`src/tvfm_pkg.sv`:
```
`timescale 1ns / 1ps
// ---------------------------------------------------------------------------
// tvfm_pkg
// Shared types, codes and constants of the track to vertex first-match block,
// including the elaboration-time quarter-wave sine generator.
// ---------------------------------------------------------------------------
package tvfm_pkg;

   localparam int MAX_VERTICES_DEF = 64;
   localparam int SINE_DEPTH_DEF   = 1024;

   localparam int COORD_W = 24;
   localparam int THETA_W = 16;
   localparam int CUT_W   = 23;
   localparam int INDEX_W = 6;
   localparam int SINE_W  = 16;
   localparam int ZT_W    = 25;
   localparam int ADZ_W   = 25;
   localparam int PROD_W  = ADZ_W + SINE_W;
   localparam int CSR_IDX_W = 2;

   localparam logic [1:0] MODE_CLEAR  = 2'd0;
   localparam logic [1:0] MODE_APPEND = 2'd1;
   localparam logic [1:0] MODE_MATCH  = 2'd2;

   localparam logic [CSR_IDX_W-1:0] CSR_TRANSVERSE_CUT = 2'd0;
   localparam logic [CSR_IDX_W-1:0] CSR_LONG_CUT       = 2'd1;
   localparam logic [CSR_IDX_W-1:0] CSR_Z0SIN_CUT      = 2'd2;

   localparam logic signed [COORD_W-1:0] TRANSVERSE_CUT_RESET = 24'sh7FFFFF;
   localparam logic [CUT_W-1:0]          CUT_RESET            = 23'h7FFFFF;

   localparam logic [63:0] HALF_PI_Q60 = 64'h1921FB54442D1847;

   typedef struct packed {
      logic [1:0]                  mode;
      logic signed [COORD_W-1:0]   vertex_z;
      logic signed [COORD_W-1:0]   track_d0;
      logic signed [COORD_W-1:0]   track_z0;
      logic signed [COORD_W-1:0]   track_vz;
      logic [THETA_W-1:0]          track_theta;
   } req_data_type;

   typedef struct packed {
      logic               matched;
      logic [INDEX_W-1:0] vertex_index;
   } rsp_data_type;

   typedef struct packed {
      logic done;
      logic hit;
   } scan_stat_type;

   typedef enum logic [1:0] {
      ST_IDLE,
      ST_SCAN,
      ST_RESULT
   } tvfm_state_type;

   // shift-subtract divide, elaboration only
   function automatic logic [63:0] udiv64(input logic [63:0] num, input logic [63:0] den);
      logic [64:0] rem;
      logic [63:0] quo;
      rem = '0;
      quo = '0;
      for (int i = 63; i >= 0; i--) begin
         rem = {rem[63:0], num[i]};
         if (rem >= {1'b0, den}) begin
            rem    = rem - {1'b0, den};
            quo[i] = 1'b1;
         end
      end
      return quo;
   endfunction

   function automatic logic [63:0] mul_q60(input logic [63:0] a, input logic [63:0] b);
      logic [127:0] p;
      p = {64'b0, a} * {64'b0, b};
      return p[123:60];
   endfunction

   // Q1.15 sine of pi/2 * k / depth via Taylor series in Q60
   function automatic logic [SINE_W-1:0] sine_entry(input logic [63:0] k,
                                                     input logic [63:0] depth);
      logic [63:0] q;
      logic [63:0] r;
      logic [63:0] x;
      logic [63:0] x2;
      logic [63:0] term;
      logic [63:0] sum;
      logic [63:0] n;
      logic [63:0] v;
      logic        sub;
      q    = udiv64(HALF_PI_Q60, depth);
      r    = HALF_PI_Q60 - q * depth;
      x    = q * k + udiv64(r * k, depth);
      x2   = mul_q60(x, x);
      term = x;
      sum  = x;
      n    = 64'd1;
      sub  = 1'b1;
      for (int j = 0; j < 30; j++) begin
         if (term != 64'd0) begin
            term = udiv64(mul_q60(term, x2), (n + 64'd1) * (n + 64'd2));
            n    = n + 64'd2;
            sum  = sub ? sum - term : sum + term;
            sub  = !sub;
         end
      end
      v = (sum + (64'd1 << 44)) >> 45;
      return (v > 64'd32767) ? 16'd32767 : v[SINE_W-1:0];
   endfunction

endpackage

```
`src/tvfm_vertex_store.sv`:
```
`timescale 1ns / 1ps
// ---------------------------------------------------------------------------
// tvfm_vertex_store
// Vertex z memory with its fill count: clear, append at the fill point, and
// one registered read per cycle for the scan.
// ---------------------------------------------------------------------------
module tvfm_vertex_store #(
   parameter int MAX_VERTICES = tvfm_pkg::MAX_VERTICES_DEF,
   localparam int AW = (MAX_VERTICES > 1) ? $clog2(MAX_VERTICES) : 1,
   localparam int CW = $clog2(MAX_VERTICES + 1)
) (
   input  logic                                clock,
   input  logic                                reset,
   input  logic                                clear,
   input  logic                                append,
   input  logic signed [tvfm_pkg::COORD_W-1:0] wr_data,
   input  logic                                rd_en,
   input  logic [AW-1:0]                       rd_addr,
   output logic signed [tvfm_pkg::COORD_W-1:0] rd_data,
   output logic [CW-1:0]                       count
);

   logic signed [tvfm_pkg::COORD_W-1:0] mem [MAX_VERTICES];
   logic signed [tvfm_pkg::COORD_W-1:0] rd_data_ff;
   logic [CW-1:0]                       count_ff;
   logic [CW-1:0]                       count_in;
   logic                                room;

   assign room = count_ff < CW'(MAX_VERTICES);

   always_comb begin
      count_in = count_ff;
      if (clear) begin
         count_in = '0;
      end else if (append && room) begin
         count_in = count_ff + CW'(1);
      end
   end

   always_ff @(posedge clock) begin
      if (reset) begin
         count_ff <= '0;
      end else begin
         count_ff <= count_in;
      end
   end

   always_ff @(posedge clock) begin
      if (append && room) begin
         mem[count_ff[AW-1:0]] <= wr_data;
      end
      if (rd_en) begin
         rd_data_ff <= mem[rd_addr];
      end
   end

   assign rd_data = rd_data_ff;
   assign count   = count_ff;

endmodule

```
`config.mk`:
```
export PLATFORM = sky130hd
export DESIGN_NAME = tvfm_vertex_store
export DESIGN_NICKNAME = d
export VERILOG_FILES = /design/src/tvfm_pkg.sv /design/src/tvfm_vertex_store.sv
export SDC_FILE = /design/constraint.sdc
export NUM_CORES = 1
export LEC_CHECK = 0
export CAP_MARGIN = 10
export CORE_MARGIN = 2
export CORE_UTILIZATION = 45
export DETAILED_ROUTE_END_ITERATION = 10
export DONT_BUFFER_PORTS = 1
export SLEW_MARGIN = 20
export SYNTH_ARGS = -nofsm -noshare
export SYNTH_HDL_FRONTEND = slang
export SYNTH_SLANG_ARGS = --single-unit
```
`constraint.sdc`:
```
create_clock -name clock -period 9.35 [get_ports clock]
set_clock_uncertainty 0.05 [all_clocks]
set_input_delay 1.87 -clock clock [delete_from_list [all_inputs] [get_ports clock]]
set_output_delay 1.87 -clock clock [all_outputs]
set_load 0.1 [all_outputs]
```
==> qor.yml <==
place:
  placed_area_um2: 62100
  hpwl_um: 77600
  pre_cts_ws_ps: 5000
  gp_congestion: 0.834
  io_buffers: 0
cells_and_area:
  regArea_um2: 47000
  final_area_um2: 67100
  multi_input_area_um2: 12300
  area_growth_pct: 11.8
  drive_gt1_frac: 0.266
  fin_nets: 2820
  fillCellCount: 10343
  antenna_cells: 0
synthesis:
  seq_area_frac_synth: 0.783
  synth_edf_count: 1560
  yosys.area.top_type_share: 0.780
  ys_types: 46
  synth_flop_cell: "edfxtp_1"
  synth-seq-cells: 1567
  synth.area.top_cells: "edfxtp_1 78%, mux4_2 13%, mux2i_1 1.7%"
  yosysMostFrequentCell: "edfxtp_1"
  netlist_area_um2: 60000
  synth_cells: 2697
  synth_nets: 2733
  synth-async-reset-ratio: 0
  synth_area_leader_cell: "edfxtp_1"
  avgSynthCellArea_um2: 22.3
  synth.top_cells.by_count: "1560 x edfxtp_1, 342 x mux4_2, 104 x mux2i_1"
  yosysWarnings: 0
critical_path:
  path_cells: "inv_2, buf_4, mux2i_1, o211ai_1, nand2_1, a311oi_1"
  start_kind: "input port"
  path_class: "in2reg"
  critPathTopFamily: "buffers and inverters"
  timing.rr.end: "mem[27][18]"
  worstPathArrival_ps: 4890
  r2r_setup_slack_ps: 5920
  cp_slowest_cell: "inv_2"
  critPathMaxStageDelay_ps: 570
  cp_data_required_time_ps: 9900
  r2r-start: "count[6]"
  cp_max_fo: 263
  reg2regPathDepth: 5
  critPathBufInv: 2
  critPathLaunch: "rd_addr[0]"
  endpoint_kind: "flip-flop"
sta:
  setup_slack_ps: 5000
  slew_violations: 65
  relSlewSlack: -0.0662
  rsz0062_at_grt: "false"
  setup-violations-final: 0
  worstMarginPinSlew_ps: 1600
  fin_crit_sh: 0.465
  tns_ps: 0
  fmax_mhz: 230
  layout_min_cycle_time_ps: 4350
  hold_violations: 0
die:
  row_count: 134
  core-area_um2: 133000
  initial_utilization: 0.452
  die_w_um: 369
  io_pins: 66
  fp.dieArea_um2: 136000
  fp.dieH_um: 369
routing:
  drt_iter0_drc: 3583
  wire_per_inst_um: 31.0
  wl_um: 145000
  vias: 28114
  dr.pass1.iters: 5
  vias_per_cell: 6.01
  drc: 0
  antenna_left: 0
clocking:
  numCtsBuffers: 159
  cts_root_buf: "clkbuf_16"
  cts_sinks: 1567
  cts_setup_buffers: 0
  htree_num_levels: 4
  clk_pin_slew_worst_paths_ps: 60
  cts-resized-gates: 0
  clk_path_buf_depth: 3
  cts_tree: "yes"
  clk_latency_ps: 790
  cts_hold_buffers: 0
worst_hold_path:
  min_to: "count[5]"
  hp-class: "reg2reg"
  worstHoldStart: "count[5]"
  min_path_cells: 3
global_route:
  first_global_vias: 28768
  grt_pass1_wl_um: 209000
  grt_max_degree: 334
  overflow: 0
  antenna_found_initial: 6
  grt_use_total: 0.215
power_and_ir_drop:
  power_density_nw_per_um2: 212
  total_leakage_power_nw: 20.8
  p_total_w: 0.0143
  peakVddDrop_uv: 199
outcome:
  status: "complete, but fails checks"
  violations: "max-slew violations"
job:
  maxCapViolations: 0
## through the flow
step	util	hold WS (ps)	std cells
final	0.505	778	4681
after global routing	0.505	841	4681
after CTS	0.504	752	4678
after detailed placement	0.467	748	4388
after global placement	0.467	695	4387
after floorplan	-	794	2697
## registers in the layout, summed over array words and instances (netlist names)
signal and flops:
count 7, rd_data 24, mem 1536
## kinds of logic after synthesis
family / after synthesis / synth area share
AOI/OAI and AO/OA: 237 / 0.0276
xor gates and xnor gates: 4 / 0.000584
adders and majority gates: 1 / 0.000208
buffers and inverters: 154 / 0.0147
DFF: 1567 / 0.783
muxes: 506 / 0.157
and+or+nand+nor: 228 / 0.0174
## power by group
group / total [W] / internal (W) / switching (W)
registers: 0.00782 / 0.00775 / 0.0000714
logic: 0.000409 / 0.000212 / 0.000197
clock network: 0.00603 / 0.00343 / 0.00260
total: 0.0143 / 0.0114 / 0.00287
## routing by layer
layer / vias to the layer above / track usage / share of wire
li1: 11593 / - / -
met4: 2 / 0.0615 / 0.023
met5: - / 0 / 0.000090
met2: 1171 / 0.336 / 0.48
met3: 194 / 0.0525 / 0.088
met1: 15154 / 0.302 / 0.41
## layout make-up
cell class	instances	area share
clock inverter	78	0.00964
inverter	2	0.000112
sequential	1567	0.700
multi-input combinational	976	0.184
clock buffer	212	0.0640
timing repair buffer	78	0.00947
tap	1768	0.0330
## placed cells by master, fill, tap and decap left out, drive strengths merged, types with 3 or more instances in the layout
| cell | n |
|---|---|
| a221o | 3 |
| a21oi | 29 |
| nor2b | 27 |
| xor2 | 3 |
| a211oi | 14 |
| mux4 | 342 |
| nor3 | 3 |
| mux2i | 104 |
| edfxtp | 1560 |
| o21ai | 36 |
| dfxtp | 7 |
| mux2 | 60 |
| bufinv | 7 |
| a221oi | 29 |
| and2 | 6 |
| a22oi | 39 |
| nand2b | 4 |
| clkinv | 59 |
| o211ai | 13 |
| a311o | 6 |
| nand2 | 65 |
| o31ai | 13 |
| nand3 | 18 |
| or2 | 5 |
| nor2 | 87 |
| nand3b | 5 |
| o221ai | 3 |
| or3b | 3 |
| clkinvlp | 3 |
| o22ai | 35 |
| inv | 11 |
| a311oi | 14 |
| clkbuf | 212 |
| buf | 78 |
## worst max path at each step
stage	slack, ps	end	depth (start not counted)
6_report	5000	rd_data[21]	6
4_1_cts	5450	rd_data[22]	0
2_1_floorplan	5090	mem[61][0]	5
5_1_grt	5520	count[6]	0
3_3_place_gp	5040	mem[25][18]	5
3_5_place_dp	5000	mem[27][10]	5
## worst register-to-register path: cells and delay by family (launching register included)
kind                   cells  cell delay, ps
buffers and inverters      1             450
flip-flops                 1             690
AND/OR/NAND/NOR            4            1840
No activity file was read; power rests on OpenSTA's default activity.
