===== src/tvfm_pkg.sv =====
`timescale 1ns / 1ps
// ---------------------------------------------------------------------------
// tvfm_pkg
// Shared types, codes and constants of the track to vertex first-match block,
// including the elaboration-time quarter-wave sine generator.
// ---------------------------------------------------------------------------
package tvfm_pkg;

   localparam int MAX_VERTICES_DEF = 64;
   localparam int SINE_DEPTH_DEF   = 1024;

   localparam int COORD_W = 24;
   localparam int THETA_W = 16;
   localparam int CUT_W   = 23;
   localparam int INDEX_W = 6;
   localparam int SINE_W  = 16;
   localparam int ZT_W    = 25;
   localparam int ADZ_W   = 25;
   localparam int PROD_W  = ADZ_W + SINE_W;
   localparam int CSR_IDX_W = 2;

   localparam logic [1:0] MODE_CLEAR  = 2'd0;
   localparam logic [1:0] MODE_APPEND = 2'd1;
   localparam logic [1:0] MODE_MATCH  = 2'd2;

   localparam logic [CSR_IDX_W-1:0] CSR_TRANSVERSE_CUT = 2'd0;
   localparam logic [CSR_IDX_W-1:0] CSR_LONG_CUT       = 2'd1;
   localparam logic [CSR_IDX_W-1:0] CSR_Z0SIN_CUT      = 2'd2;

   localparam logic signed [COORD_W-1:0] TRANSVERSE_CUT_RESET = 24'sh7FFFFF;
   localparam logic [CUT_W-1:0]          CUT_RESET            = 23'h7FFFFF;

   localparam logic [63:0] HALF_PI_Q60 = 64'h1921FB54442D1847;

   typedef struct packed {
      logic [1:0]                  mode;
      logic signed [COORD_W-1:0]   vertex_z;
      logic signed [COORD_W-1:0]   track_d0;
      logic signed [COORD_W-1:0]   track_z0;
      logic signed [COORD_W-1:0]   track_vz;
      logic [THETA_W-1:0]          track_theta;
   } req_data_type;

   typedef struct packed {
      logic               matched;
      logic [INDEX_W-1:0] vertex_index;
   } rsp_data_type;

   typedef struct packed {
      logic done;
      logic hit;
   } scan_stat_type;

   typedef enum logic [1:0] {
      ST_IDLE,
      ST_SCAN,
      ST_RESULT
   } tvfm_state_type;

   // shift-subtract divide, elaboration only
   function automatic logic [63:0] udiv64(input logic [63:0] num, input logic [63:0] den);
      logic [64:0] rem;
      logic [63:0] quo;
      rem = '0;
      quo = '0;
      for (int i = 63; i >= 0; i--) begin
         rem = {rem[63:0], num[i]};
         if (rem >= {1'b0, den}) begin
            rem    = rem - {1'b0, den};
            quo[i] = 1'b1;
         end
      end
      return quo;
   endfunction

   function automatic logic [63:0] mul_q60(input logic [63:0] a, input logic [63:0] b);
      logic [127:0] p;
      p = {64'b0, a} * {64'b0, b};
      return p[123:60];
   endfunction

   // Q1.15 sine of pi/2 * k / depth via Taylor series in Q60
   function automatic logic [SINE_W-1:0] sine_entry(input logic [63:0] k,
                                                     input logic [63:0] depth);
      logic [63:0] q;
      logic [63:0] r;
      logic [63:0] x;
      logic [63:0] x2;
      logic [63:0] term;
      logic [63:0] sum;
      logic [63:0] n;
      logic [63:0] v;
      logic        sub;
      q    = udiv64(HALF_PI_Q60, depth);
      r    = HALF_PI_Q60 - q * depth;
      x    = q * k + udiv64(r * k, depth);
      x2   = mul_q60(x, x);
      term = x;
      sum  = x;
      n    = 64'd1;
      sub  = 1'b1;
      for (int j = 0; j < 30; j++) begin
         if (term != 64'd0) begin
            term = udiv64(mul_q60(term, x2), (n + 64'd1) * (n + 64'd2));
            n    = n + 64'd2;
            sum  = sub ? sum - term : sum + term;
            sub  = !sub;
         end
      end
      v = (sum + (64'd1 << 44)) >> 45;
      return (v > 64'd32767) ? 16'd32767 : v[SINE_W-1:0];
   endfunction

endpackage


===== src/tvfm_match_pipe.sv =====
`timescale 1ns / 1ps
// ---------------------------------------------------------------------------
// tvfm_match_pipe
// Scans the vertex memory in order, one read per cycle, through a three
// stage compare pipe; stops at the first vertex that passes both cuts.
// ---------------------------------------------------------------------------
module tvfm_match_pipe #(
   parameter int MAX_VERTICES = tvfm_pkg::MAX_VERTICES_DEF,
   localparam int AW = (MAX_VERTICES > 1) ? $clog2(MAX_VERTICES) : 1,
   localparam int CW = $clog2(MAX_VERTICES + 1)
) (
   input  logic                                clock,
   input  logic                                reset,
   input  logic                                start,
   input  logic [CW-1:0]                       count,
   input  logic signed [tvfm_pkg::ZT_W-1:0]    zt,
   input  logic [tvfm_pkg::SINE_W-1:0]         sine,
   input  logic [tvfm_pkg::CUT_W-1:0]          long_cut,
   input  logic [tvfm_pkg::CUT_W-1:0]          z0sin_cut,
   output logic                                rd_en,
   output logic [AW-1:0]                       rd_addr,
   input  logic signed [tvfm_pkg::COORD_W-1:0] rd_data,
   output tvfm_pkg::scan_stat_type             stat,
   output logic [AW-1:0]                       hit_index
);

   localparam int ADZ_W  = tvfm_pkg::ADZ_W;
   localparam int PROD_W = tvfm_pkg::PROD_W;
   localparam int DZ_W   = tvfm_pkg::ZT_W + 1;

   logic              scanning_ff;
   logic              scanning_in;
   logic [CW-1:0]     issue_addr_ff;
   logic [CW-1:0]     issue_addr_in;
   logic              v1_ff, v2_ff, v3_ff;
   logic [AW-1:0]     idx1_ff, idx2_ff, idx3_ff;
   logic [ADZ_W-1:0]  adz2_ff;
   logic [PROD_W-1:0] prod3_ff;
   logic              lfail3_ff;
   logic signed [DZ_W-1:0] dz;
   logic [ADZ_W-1:0]  adz_in;
   logic              issue;
   logic              hit;
   logic              drained;
   logic              done;

   assign hit     = v3_ff && !lfail3_ff
                 && (prod3_ff <= (PROD_W'(z0sin_cut) << 15));
   assign issue   = scanning_ff && (issue_addr_ff < count) && !hit;
   assign drained = (issue_addr_ff >= count) && !v1_ff && !v2_ff && !v3_ff;
   assign done    = scanning_ff && (hit || drained);

   assign dz     = DZ_W'(zt) - DZ_W'(rd_data);
   assign adz_in = ADZ_W'(dz[DZ_W-1] ? -dz : dz);

   always_comb begin
      scanning_in   = scanning_ff;
      issue_addr_in = issue_addr_ff;
      if (start) begin
         scanning_in   = 1'b1;
         issue_addr_in = '0;
      end else begin
         if (done) begin
            scanning_in = 1'b0;
         end
         if (issue) begin
            issue_addr_in = issue_addr_ff + CW'(1);
         end
      end
   end

   always_ff @(posedge clock) begin
      if (reset) begin
         scanning_ff   <= 1'b0;
         issue_addr_ff <= '0;
         v1_ff         <= 1'b0;
         v2_ff         <= 1'b0;
         v3_ff         <= 1'b0;
      end else begin
         scanning_ff   <= scanning_in;
         issue_addr_ff <= issue_addr_in;
         // a hit kills everything behind it
         v1_ff         <= issue;
         v2_ff         <= v1_ff && !hit;
         v3_ff         <= v2_ff && !hit;
      end
   end

   always_ff @(posedge clock) begin
      idx1_ff   <= issue_addr_ff[AW-1:0];
      idx2_ff   <= idx1_ff;
      idx3_ff   <= idx2_ff;
      adz2_ff   <= adz_in;
      prod3_ff  <= PROD_W'(adz2_ff) * PROD_W'(sine);
      lfail3_ff <= adz2_ff > ADZ_W'(long_cut);
   end

   assign rd_en     = issue;
   assign rd_addr   = issue_addr_ff[AW-1:0];
   assign stat.done = done;
   assign stat.hit  = hit;
   assign hit_index = idx3_ff;

endmodule


===== config.mk =====
export PLATFORM = sky130hd
export DESIGN_NAME = tvfm_match_pipe
export DESIGN_NICKNAME = d
export VERILOG_FILES = /design/src/tvfm_pkg.sv /design/src/tvfm_match_pipe.sv
export SDC_FILE = /design/constraint.sdc
export NUM_CORES = 1
export LEC_CHECK = 0
export BUFFER_PORTS_ARGS = -buffer_cell sky130_fd_sc_hd__clkbuf_2
export CAP_MARGIN = 10
export CORE_ASPECT_RATIO = 1.2
export CORE_MARGIN = 1.5
export CORE_UTILIZATION = 35
export CTS_CLUSTER_SIZE = 28
export DETAILED_ROUTE_END_ITERATION = 8
export HOLD_SLACK_MARGIN = 0.05
export SLEW_MARGIN = 20
export SYNTH_ARGS = -nofsm -noshare
export SYNTH_HDL_FRONTEND = slang
export SYNTH_SLANG_ARGS = --single-unit

===== constraint.sdc =====
create_clock -name clock -period 6.5 [get_ports clock]
set_input_delay 0.65 -clock clock [delete_from_list [all_inputs] [get_ports clock]]
set_output_delay 0.65 -clock clock [all_outputs]
set_load 0.01 [all_outputs]

==> impl_metrics.csv <==
group,metric,value,unit
outcome,run_status,"completed",
flow_run,max_capacitance_violation_count,0,
route,dr_total_vias,14700,
cts,cts-htree-levels,3,
placement,dp_slack,-0.272,ns
logic_synthesis,synthesis.nets,2793,
timing,finalSetupViolations,0,
placement,dp_hpwl,41100,um
floorplanning,floorplan.die.height,256,um
layout,layout_common_cells,"460 x sky130_fd_sc_hd__inv_1, 321 x sky130_fd_sc_hd__fa_1, 279 x sky130_fd_sc_hd__nand2_1",
logic_synthesis,async_reset_ff_frac,0,
logic_synthesis,post_synth_xor_area_fraction,0.0329,
logic_synthesis,synthesis.area,18600,um^2
logic_synthesis,synth-edff-count,0,
logic_synthesis,post_synth_mux_area_share,0.00705,
global_routing,grt_start_max_net_pins,26,
floorplanning,core_area,52600,um^2
layout,area_delta_synth_final,12.9,%
critical_path,worst-endpoint-arrival,6.50,ns
timing,report.final.slew_viol_count,0,
timing,period_needed,6.23,ns
timing,number_of_endpoints_with_negative_hold_slack_in_the_final_report,0,
global_routing,grt_pass1_vias,15900,
cts,clkLatencyLatePin,0.38,ns
route,via_per_inst,4.84,
floorplanning,floorplan.initialDensity,0.354,
logic_synthesis,syn_inst,2158,
timing,fmax,161,MHz
timing,timing.final.crit_share,0.958,
timing,timing_worst_slew_pin_value,0.832,ns
logic_synthesis,yosysSeqAreaShare,0.103,
logic_synthesis,synth.distinct_cells,64,
logic_synthesis,synth_simple_gate_area_frac,0.180,
timing,worst_slew_margin_rel,0.443,
cts,clock-sinks,96,
timing,fin_ws,0.270,ns
global_routing,grt_usage,0.180,
cts,clock_tree.buffer_depth,2,
layout,mostFrequentLayoutCell,"sky130_fd_sc_hd__inv_1",
floorplanning,num_rows,92,
route,drt-wirelength-per-cell,15.4,um
route,route.antenna.remaining_nets,0,
floorplanning,die_width,214,um
layout,final_nets,2961,
cts,cts_root_buf,"sky130_fd_sc_hd__clkbuf_16",
route,detail_route.first_pass.iterations,5,
layout,nFillCells,5381,
critical_path,critPathMaxFanout,18,
critical_path,critical_path.endpoint_type,"register",
floorplanning,ios,136,
floorplanning,fp.dieArea,54600,um^2
cts,tritoncts,"done",
global_routing,first_pass_grt_wire_length,78300,um
cts,cts_hold_buffers,0,
global_routing,antenna_found_initial,3,
route,count_of_routing_violations_after_the_opening_detailed_route_iteration,537,
logic_synthesis,synth_top_family_by_area,"adder cells",
critical_path,worst_ep_required_time,6.77,ns
logic_synthesis,synthAdderAreaFrac,0.474,
hold_path,hp-class,"register to register",
logic_synthesis,average_instance_area_after_synthesis,8.64,um^2
logic_synthesis,synth_compound_gate_area_share,0.0909,
cts,clk_transition_reported_paths,0.08,ns
layout,drive_gt1_frac,0.121,
global_routing,grt_overflow_total,0,
timing,fin_hold_ws,0.330,ns
logic_synthesis,synth_flop_cell,"sky130_fd_sc_hd__dfxtp_1",
route,drc_errors,0,
logic_synthesis,yosys_warnings,0,
timing,finClkSkew,0.00895,ns
critical_path,critPathLaunchType,"input pin",
placement,gp_routability_congestion,0.880,
placement,place.port_buffers,135,
critical_path,path_class,"input pin to register",
cts,numCtsBuffers,9,
logic_synthesis,postSynthRegisterBits,96,
route,routed_wirelength,46800,um
## through the flow
stage / setup TNS [ns] / cell area [um^2] / utilization / cells
2_1_floorplan: 0 / 18700 / - / 2158
3_3_place_gp: -0.433 / 20700 / 0.394 / 3019
3_5_place_dp: -1.49 / 20700 / 0.394 / 3019
4_1_cts: 0 / 21000 / 0.399 / 3035
5_1_grt: -0.00394 / 21000 / 0.400 / 3037
6_report: 0 / 21000 / 0.400 / 3037
## synthesized netlist by cell type (all sizes together) (3+ instances only)
| cell | n | share of area |
|---|---|---|
| and4 | 9 | 0.0042 |
| a31oi | 8 | 0.0027 |
| a21boi | 3 | 0.0012 |
| nand3 | 28 | 0.0075 |
| nor4 | 11 | 0.0044 |
| a211o | 7 | 0.0033 |
| and2 | 177 | 0.059 |
| nor2b | 21 | 0.0071 |
| o21a | 20 | 0.0081 |
| o21bai | 6 | 0.0024 |
| or3 | 10 | 0.0034 |
| buf | 11 | 0.0040 |
| a21oi | 81 | 0.022 |
| nand2 | 279 | 0.056 |
| a21o | 28 | 0.011 |
| nor3 | 20 | 0.0054 |
| o2111ai | 6 | 0.0028 |
| nand4 | 23 | 0.0077 |
| nor2 | 41 | 0.0083 |
| nand2b | 18 | 0.0060 |
| xor2 | 27 | 0.013 |
| o21ai | 37 | 0.0099 |
| o211ai | 12 | 0.0048 |
| dfxtp | 96 | 0.10 |
| inv | 460 | 0.093 |
| clkbuf | 75 | 0.015 |
| nor3b | 7 | 0.0028 |
| ha | 193 | 0.13 |
| nand3b | 3 | 0.0012 |
| a311oi | 3 | 0.0017 |
| a31o | 3 | 0.0014 |
| xnor2 | 43 | 0.020 |
| mux2i | 12 | 0.0064 |
| a221o | 3 | 0.0016 |
| a211oi | 15 | 0.0063 |
| fa | 321 | 0.34 |
| and3 | 9 | 0.0030 |
| o31a | 3 | 0.0014 |
| o31ai | 3 | 0.0012 |
## cell families (layout without fill, tap and decap cells)
kind of cell,Yosys count,count (layout)
simple gates,663,663
buf+inv,546,719
fa+ha+maj,514,514
compound gates,256,256
flops,96,96
xor+xnor,70,70
mux,13,13
other cells,0,1
## layer usage
metal	up-vias	global-route usage	part of all wire
met4	2	0.0659	0.029
met3	70	0.0256	0.047
met2	336	0.315	0.50
li1	7049	-	-
met5	-	0	0.00028
met1	7253	0.222	0.43
## layout make-up
| class | count | area [um^2] | area share |
|---|---|---|---|
| Multi-Input combinational cell | 1516 | 14700 | 0.697 |
| Sequential cell | 96 | 1930 | 0.0917 |
| Inverter | 460 | 1730 | 0.0821 |
| Timing Repair Buffer | 243 | 1540 | 0.0731 |
| Tap cell | 705 | 882 | 0.0419 |
| Clock buffer | 9 | 225 | 0.0107 |
| Clock inverter | 7 | 61.3 | 0.00291 |
| Antenna cell | 1 | 2.50 | 0.000119 |
## what timing repair did
| action | in CTS | in global routing |
|---|---|---|
| setup endpoints to repair | 0 | 13 |
| setup buffers | 0 | 1 |
| resized for setup | 0 | 11 |
## final timing paths
path | end | cells past startpoint | slack, ns | startpoint
hold / removal | hit_index[1] | 0 | 0.33 | idx2_ff[1]
hold reg to reg | hit_index[1] | 0 | 0.33 | idx2_ff[1]
setup reg to reg | prod3_ff[34] | 21 | 0.28 | adz2_ff[13]
setup / recovery | prod3_ff[34] | 24 | 0.27 | sine[5]
## critical path, cell delays in order
cell and delay [ns]:
sky130_fd_sc_hd__clkbuf_2 0.15, sky130_fd_sc_hd__buf_4 0.22, sky130_fd_sc_hd__and2_1 0.17, sky130_fd_sc_hd__fa_1 0.50, sky130_fd_sc_hd__inv_1 0.05, sky130_fd_sc_hd__fa_1 0.45, sky130_fd_sc_hd__fa_1 0.43, sky130_fd_sc_hd__fa_1 0.54
sky130_fd_sc_hd__inv_1 0.06, sky130_fd_sc_hd__fa_1 0.53, sky130_fd_sc_hd__inv_1 0.06, sky130_fd_sc_hd__fa_1 0.53, sky130_fd_sc_hd__inv_1 0.04, sky130_fd_sc_hd__ha_1 0.34, sky130_fd_sc_hd__buf_4 0.13, sky130_fd_sc_hd__nand4_1 0.07
sky130_fd_sc_hd__nor2_1 0.15, sky130_fd_sc_hd__nand3_1 0.09, sky130_fd_sc_hd__o211ai_1 0.28, sky130_fd_sc_hd__a221o_1 0.28, sky130_fd_sc_hd__a31oi_4 0.13, sky130_fd_sc_hd__o21a_1 0.22, sky130_fd_sc_hd__buf_4 0.14, sky130_fd_sc_hd__a311o_1 0.29
## flip-flops by register name, indices dropped and copies added, names as in the netlist
register       count
issue_addr_ff      7
v1_ff              1
v3_ff              1
prod3_ff          41
adz2_ff           25
hit_index          6
v2_ff              1
lfail3_ff          1
scanning_ff        1
idx1_ff            6
idx2_ff            6
Power is left out: the tool's default activity adds up to more than one toggle a clock period on the data nets, which glitch-free logic cannot reach.
